==> src/p1305_pkg.sv <==
`default_nettype none
package p1305_pkg;

   localparam int LIMB_W = 26;
   localparam int H_W    = 32;
   localparam int NLIMBS = 5;

   localparam logic [H_W-1:0] LIMB_MASK  = 32'h03ff_ffff;
   localparam logic [H_W-1:0] HIBIT_FULL = 32'h0100_0000;
   localparam logic [H_W-1:0] P_TOP      = 32'h0400_0000;

   localparam logic [1:0] CSR_R_LOW  = 2'd0;
   localparam logic [1:0] CSR_R_HIGH = 2'd1;
   localparam logic [1:0] CSR_S_LOW  = 2'd2;
   localparam logic [1:0] CSR_S_HIGH = 2'd3;

   typedef struct packed {
      logic       load;
      logic       row;
      logic [2:0] row_idx;
      logic       fold;
      logic       norm;
      logic       sel;
      logic       emit;
   } p1305_cmd_type;

   typedef struct packed {
      logic req_absorb;
      logic req_last;
      logic out_full;
   } p1305_status_type;

endpackage
`default_nettype wire

==> src/p1305_ctrl.sv <==
`default_nettype none
module p1305_ctrl
   import p1305_pkg::*;
(
   input  wire logic             clock,
   input  wire logic             reset,
   input  wire logic             req_valid,
   output logic                  req_ready,
   input  wire p1305_status_type status,
   output p1305_cmd_type         cmd
);

   localparam logic [2:0] S_IDLE = 3'd0;
   localparam logic [2:0] S_ROW  = 3'd1;
   localparam logic [2:0] S_FOLD = 3'd2;
   localparam logic [2:0] S_NORM = 3'd3;
   localparam logic [2:0] S_SEL  = 3'd4;
   localparam logic [2:0] S_EMIT = 3'd5;

   logic [2:0] state_ff, state_in;
   logic [2:0] row_ff, row_in;
   logic       last_ff, last_in;

   always_comb begin
      state_in  = state_ff;
      row_in    = row_ff;
      last_in   = last_ff;
      cmd       = '0;
      cmd.row_idx = row_ff;
      req_ready = 1'b0;
      case (state_ff)
         S_IDLE: begin
            req_ready = 1'b1;
            if (req_valid) begin
               cmd.load = 1'b1;
               last_in  = status.req_last;
               row_in   = 3'd0;
               if (status.req_absorb) state_in = S_ROW;
               else if (status.req_last) state_in = S_NORM;
            end
         end
         S_ROW: begin
            cmd.row = 1'b1;
            if (row_ff == 3'(NLIMBS - 1)) state_in = S_FOLD;
            else row_in = row_ff + 3'd1;
         end
         S_FOLD: begin
            cmd.fold = 1'b1;
            state_in = last_ff ? S_NORM : S_IDLE;
         end
         S_NORM: begin
            cmd.norm = 1'b1;
            state_in = S_SEL;
         end
         S_SEL: begin
            cmd.sel  = 1'b1;
            state_in = S_EMIT;
         end
         S_EMIT: begin
            // hold until the previous tag has been taken
            if (!status.out_full) begin
               cmd.emit = 1'b1;
               state_in = S_IDLE;
            end
         end
         default: state_in = S_IDLE;
      endcase
   end

   always_ff @(posedge clock) begin
      if (reset) begin
         state_ff <= S_IDLE;
         row_ff   <= 3'd0;
         last_ff  <= 1'b0;
      end else begin
         state_ff <= state_in;
         row_ff   <= row_in;
         last_ff  <= last_in;
      end
   end

endmodule
`default_nettype wire

==> config.mk <==
export PLATFORM = sky130hd
export DESIGN_NAME = p1305_ctrl
export DESIGN_NICKNAME = d
export VERILOG_FILES = /design/src/p1305_pkg.sv /design/src/p1305_ctrl.sv
export SDC_FILE = /design/constraint.sdc
export NUM_CORES = 1
export LEC_CHECK = 0
export ABC_AREA = 0
export BUFFER_PORTS_ARGS = -buffer_cell sky130_fd_sc_hd__buf_2
export CAP_MARGIN = 10
export CORE_AREA = 8 8 45 47
export DETAILED_ROUTE_END_ITERATION = 12
export DIE_AREA = 0 0 53 55
export GPL_TIMING_DRIVEN = 0
export PLACE_DENSITY = 0.58
export SLEW_MARGIN = 20
export SYNTH_ARGS = -nofsm -noshare
export SYNTH_HDL_FRONTEND = slang
export SYNTH_SLANG_ARGS = --single-unit
==> constraint.sdc <==
create_clock -name clock -period 1.8 [get_ports clock]
set_clock_uncertainty 0.05 [all_clocks]
set_input_delay 0.27 -clock clock [delete_from_list [all_inputs] [get_ports clock]]
set_output_delay 0.27 -clock clock [all_outputs]
set_load 0.02 [all_outputs]
# Yosys cells after proc, flatten, opt, wreduce, memory -nomap -nowiden

Cells that the tools add are included.

Logic and storage cells: 39
Output and inout port bits: 10
Input bits: 6
Flip-flop bits (word level): 7

Add/sub/neg operators: 1
Reduce and logical (&&, ||, !) cells: 5
Equal/unequal tests: 11
Mux-type cells: 19

Operators by type and width:

| operator                                      | count |
|---|---|
| 2-to-1 mux 3 bit                              | 7 |
| case mux 3 bit (6 select lines)               | 1 |
| == test 3 bit, second input constant          | 3 |
| 2-to-1 mux 1 bit                              | 9 |
| != test 2 bit, second input constant          | 4 |
| == test 3 x 2 -> 1 bit, second input constant | 2 |
| case mux 3 bit (2 select lines)               | 1 |
| AND reduction 4 bit                           | 1 |
| adder 3 x 1 -> 3 bit, second input constant   | 1 |
| == test 3 x 1 -> 1 bit, second input constant | 1 |
| zero test 3 bit                               | 1 |
| != test 3 bit, second input constant          | 1 |
| AND reduction 3 bit                           | 1 |
| 2-to-1 mux 2 bit                              | 1 |
| AND reduction 2 bit                           | 1 |
| nonzero test 2 bit                            | 1 |

# Logic depth before layout (Yosys ltp)

Depth after elaboration: 4
Depth in mapped cells: 5
Depth with buffers taken out: 5

# Least setup slack after synthesis

OpenSTA, ideal clock, no wires.

Path kind: register -> register
Start: register state_ff[1]
End: register state_ff[0]
Cell stages (with the launch flop): 5
Slack: 0.264 ns
Arrival time: 1.360 ns
Setup time: 0.125 ns
Buffers on the path: 1
Cell sequence: dfxtp_1 > buf_2 > nor3_1 > a221o_1 > a21oi_1

Cells in the longest elaborated chain, start to end: 3
Elaborated cells on any way between the ends: 12
Those cells by class: eq/ne (9); mux (1); reduce/logical (2)

Ends and longest elaborated chain:

| item                                                     | RTL line         | text |
|---|---|---|
| from (decl)                                              | p1305_ctrl.sv:20 | `logic [2:0] state_ff, state_in;` |
| from (signal assigned)                                   | p1305_ctrl.sv:76 | `state_ff <= state_in;` |
| == test 3 x 1 -> 1 bit, or another cell as far along     | p1305_ctrl.sv:31 | `case (state_ff)` |
| != test 2 bit (no line) or != test 3 bit (tied branches) | --               |  |
| AND reduction 4 bit (no line)                            | --               |  |

Several ways; a longest one is shown, not always the timed one.
A chain may end at the register's enable or synchronous reset.

==> run_summary.xml <==
<?xml version="1.0" encoding="UTF-8"?>
<metrics>
  <group name="place">
    <metric name="port_buffers" unit="">14</metric>
    <metric name="hpwl" unit="um">894</metric>
    <metric name="gp_congestion" unit="">0.6903</metric>
  </group>
  <group name="layout">
    <metric name="area_growth_syn_to_layout" unit="%">25.33</metric>
    <metric name="antennaDiodeCount" unit="">0</metric>
    <metric name="layout.core_utilization" unit="%">42.50</metric>
    <metric name="nets" unit="">88</metric>
    <metric name="final_layout_size_suffix_gt1_share" unit="%">34.18</metric>
  </group>
  <group name="sta">
    <metric name="slew_viol_final" unit="">0</metric>
    <metric name="report.final.hold_viol_count" unit="">0</metric>
    <metric name="final-setup-viol-count" unit="">0</metric>
    <metric name="timing.setup.tns" unit="ns">0</metric>
    <metric name="timing.fmax" unit="GHz">0.5832</metric>
    <metric name="max-slew-margin-rel" unit="%">79.80</metric>
    <metric name="timing.final.crit_period" unit="ns">1.715</metric>
    <metric name="rsz0062_at_grt" unit="">false</metric>
    <metric name="share_of_the_cycle_needed_by_the_critical_path_after_routing" unit="%">95.26</metric>
    <metric name="slew_worst_pin" unit="ns">0.3007</metric>
  </group>
  <group name="synthesis">
    <metric name="synthesis.instances" unit="">61</metric>
    <metric name="synth-seq-cells" unit="">7</metric>
    <metric name="synth_fp_nets" unit="">69</metric>
    <metric name="number_of_synthesized_flops_with_an_enable_pin" unit="">0</metric>
    <metric name="ys.flop_type" unit="">sky130_fd_sc_hd__dfxtp_1</metric>
    <metric name="synth-warning-count" unit="">0</metric>
    <metric name="yosysTopAreaCell" unit="">sky130_fd_sc_hd__dfxtp_1</metric>
    <metric name="post_synth.cell_area_avg" unit="um^2">7.692</metric>
    <metric name="synthTopCellsByCount" unit="">sky130_fd_sc_hd__dfxtp_1 (7), sky130_fd_sc_hd__nand2_1 (6), sky130_fd_sc_hd__nor2_1 (6)</metric>
    <metric name="synth.top_cells.by_area" unit="">sky130_fd_sc_hd__dfxtp_1 (30%), sky130_fd_sc_hd__ha_1 (5.3%), sky130_fd_sc_hd__nand2_1 (4.8%)</metric>
    <metric name="synth.top_cell.area_share" unit="%">29.87</metric>
    <metric name="syn-cell-area" unit="um^2">469.2</metric>
    <metric name="yosysMostFrequentCell" unit="">sky130_fd_sc_hd__dfxtp_1</metric>
    <metric name="post_synth_num_cell_types" unit="">29</metric>
    <metric name="async_flop_share" unit="%">0</metric>
    <metric name="part_of_the_yosys_area_used_for_sequential_elements" unit="%">29.87</metric>
  </group>
  <group name="clocking">
    <metric name="tritoncts" unit="">yes</metric>
    <metric name="clock_tree.htree_level_count" unit="">1</metric>
    <metric name="cts_buffer_depth" unit="">2</metric>
    <metric name="cts_inserted_buffers" unit="">3</metric>
    <metric name="hold_buffers" unit="">0</metric>
    <metric name="cts_num_sinks" unit="">7</metric>
    <metric name="clock_tree_root" unit="">sky130_fd_sc_hd__clkbuf_4</metric>
    <metric name="worst_skew_pair.late_latency" unit="ns">0.25</metric>
    <metric name="cts.reportedPaths.clkPinSlew" unit="ns">0.05</metric>
  </group>
  <group name="die">
    <metric name="initial_core_util" unit="%">33.91</metric>
    <metric name="design.die.area" unit="um^2">2915</metric>
    <metric name="die_w" unit="um">53</metric>
    <metric name="rows" unit="">14</metric>
    <metric name="fp.coreArea" unit="um^2">1384</metric>
    <metric name="pin_count" unit="">16</metric>
    <metric name="fp.dieH" unit="um">55</metric>
  </group>
  <group name="route">
    <metric name="drt_initial_violations" unit="">9</metric>
    <metric name="detail_route.wl_per_cell" unit="um">11.75</metric>
    <metric name="route.vias.total" unit="">482</metric>
    <metric name="vias_per_cell" unit="">5.074</metric>
    <metric name="wl" unit="mm">1.116</metric>
    <metric name="dr.pass1.iters" unit="">2</metric>
    <metric name="ant_nets" unit="">0</metric>
    <metric name="drc" unit="">0</metric>
  </group>
  <group name="worst_setup_path">
    <metric name="critPathBufInv" unit="">2</metric>
    <metric name="worstPathCellList" unit="">or4b_4 &gt; clkinv_2 &gt; buf_2</metric>
    <metric name="crit_path_max_fanout" unit="">7</metric>
    <metric name="critical-path-top-delay-family" unit="">simple AND/OR/NAND/NOR gates</metric>
    <metric name="category_of_the_worst_setup_path_launch_point" unit="">register</metric>
    <metric name="max_incr_delay_on_cp" unit="ns">0.55</metric>
    <metric name="timing.critical_path.to_type" unit="">output pin</metric>
    <metric name="signal_arrival_time_at_the_worst_endpoint" unit="ns">1.39</metric>
    <metric name="category_of_the_most_critical_setup_path" unit="">register to output pin</metric>
    <metric name="regToRegSetupSlack" unit="ns">0.36</metric>
    <metric name="worst_path_max_delay_cell" unit="">sky130_fd_sc_hd__or4b_4</metric>
    <metric name="cp.required" unit="ns">1.48</metric>
  </group>
  <group name="global_routing">
    <metric name="grt_pass1_vias" unit="">454</metric>
    <metric name="grt_usage" unit="%">8.315</metric>
    <metric name="globalRouteOverflowTotal" unit="">0</metric>
    <metric name="grt_max_degree" unit="">11</metric>
    <metric name="first_pass_grt_wire_length" unit="mm">1.780</metric>
    <metric name="grt_antenna_before_repair" unit="">0</metric>
  </group>
  <group name="power">
    <metric name="power_density" unit="nW/um^2">1146</metric>
    <metric name="power_leakage" unit="nW">0.2779</metric>
    <metric name="max-vdd-ir-drop" unit="mV">0.5709</metric>
  </group>
  <group name="flow_run">
    <metric name="max_cap_viol_count" unit="">0</metric>
  </group>
  <group name="hold_path">
    <metric name="hold_class" unit="">primary input to register</metric>
  </group>
  <group name="outcome">
    <metric name="status" unit="">finished, final reports clean</metric>
  </group>
</metrics>
cells in the final DEF, fill, tap and decap left out:
master,Yosys,routed
sky130_fd_sc_hd__buf_2,3,17
sky130_fd_sc_hd__nand2_1,6,6
sky130_fd_sc_hd__nor2_1,6,6
sky130_fd_sc_hd__dfxtp_1,7,6
sky130_fd_sc_hd__inv_1,3,3
sky130_fd_sc_hd__nor3_1,3,3
sky130_fd_sc_hd__nand2b_1,3,3
sky130_fd_sc_hd__nand4_1,3,3
sky130_fd_sc_hd__a21oi_1,3,3
sky130_fd_sc_hd__clkbuf_4,0,3
sky130_fd_sc_hd__nor3b_1,2,2
sky130_fd_sc_hd__or2_2,2,2
sky130_fd_sc_hd__o31ai_1,2,2
sky130_fd_sc_hd__ha_1,2,2
sky130_fd_sc_hd__or4b_4,1,1
sky130_fd_sc_hd__clkinv_2,1,1
sky130_fd_sc_hd__clkbuf_2,0,1
sky130_fd_sc_hd__and3b_1,1,1
sky130_fd_sc_hd__and3_1,1,1
sky130_fd_sc_hd__nand3_1,1,1
sky130_fd_sc_hd__nor4bb_1,1,1
sky130_fd_sc_hd__a31oi_1,1,1
sky130_fd_sc_hd__mux2_2,1,1
sky130_fd_sc_hd__a211oi_1,1,1
sky130_fd_sc_hd__nor2b_1,1,1
sky130_fd_sc_hd__o22ai_1,1,1
sky130_fd_sc_hd__o2111ai_1,1,1
sky130_fd_sc_hd__o21ai_0,1,1
sky130_fd_sc_hd__and4_1,1,1
sky130_fd_sc_hd__a221o_1,1,1
sky130_fd_sc_hd__clkbuf_1,1,1
sky130_fd_sc_hd__dfxtp_2,0,1
cell type report:
type	count	area, um^2
fill	147	795.8
inverter	4	16.27
timing repair buffer	14	70.07
multi-input combinational	46	294.0
sequential	7	141.4
clock buffer	4	26.28
tap	16	20.02
buffer	4	20.02
final timing paths:
| kind | start | to | cells past startpoint |
|---|---|---|---|
| min reg2reg | last_ff | last_ff | 2 |
| max | state_ff[0] | cmd[8] | 3 |
| max reg2reg | state_ff[0] | row_ff[2] | 4 |
| min | status[1] | last_ff | 3 |
per-layer routing:
| layer | track usage, % | part of all wire (%) | vias to the layer above |
|---|---|---|---|
| li1 | - | - | 256 |
| met2 | 14.26 | 48 | 7 |
| met5 | 0 | 0 | - |
| met3 | 3.209 | 3.9 | 0 |
| met4 | 3.879 | 0 | 0 |
| met1 | 8.841 | 48 | 219 |
tightest hold or removal path, stage by stage:
cell and delay [ns]:
sky130_fd_sc_hd__buf_2 0.10, sky130_fd_sc_hd__nand2_1 0.05, sky130_fd_sc_hd__a21oi_1 0.05
metrics by stage:
step,hold slack (ns),instances,setup slack [ns],power (mW),instance area (um^2)
after floorplan,0.3560,61,0.2642,0.4461,469.2
after global placement,0.4169,91,0.3192,0.5291,559.3
after detailed placement,0.4221,91,0.3178,0.5315,559.3
after CTS,0.2113,95,0.04150,0.6809,585.6
after global routing,0.2273,95,0.01921,0.7375,588.1
final,0.2196,95,0.08526,0.6742,588.1
where the power goes:
part	total (mW)	switching [mW]	internal, mW
Sequential	0.208	0.0254	0.183
Combinational	0.320	0.194	0.126
Clock	0.145	0.0607	0.0848
Total	0.674	0.280	0.394
repair_timing:
action / 4_1_cts / 5_1_grt
resized for setup: 0 / 3
hold endpoints to repair: 0 / 0
setup endpoints to repair: 0 / 2
buffers inserted: 0 / 0
cells by family after synthesis:
family	Yosys count	synth area share, %
AO/OA/AOI/OAI	11	15.73
multiplexers	1	2.400
buffers and inverters	8	7.464
adder cells (fa/ha/maj)	2	5.332
AND/OR/NAND/NOR	32	39.20
flip-flops	7	29.87
flip-flops by register name, indices dropped and copies added (netlist names):
| name | cells |
|---|---|
| row_ff | 3 |
| last_ff | 1 |
| state_ff | 3 |
No activity file was read; power rests on OpenSTA's default activity.
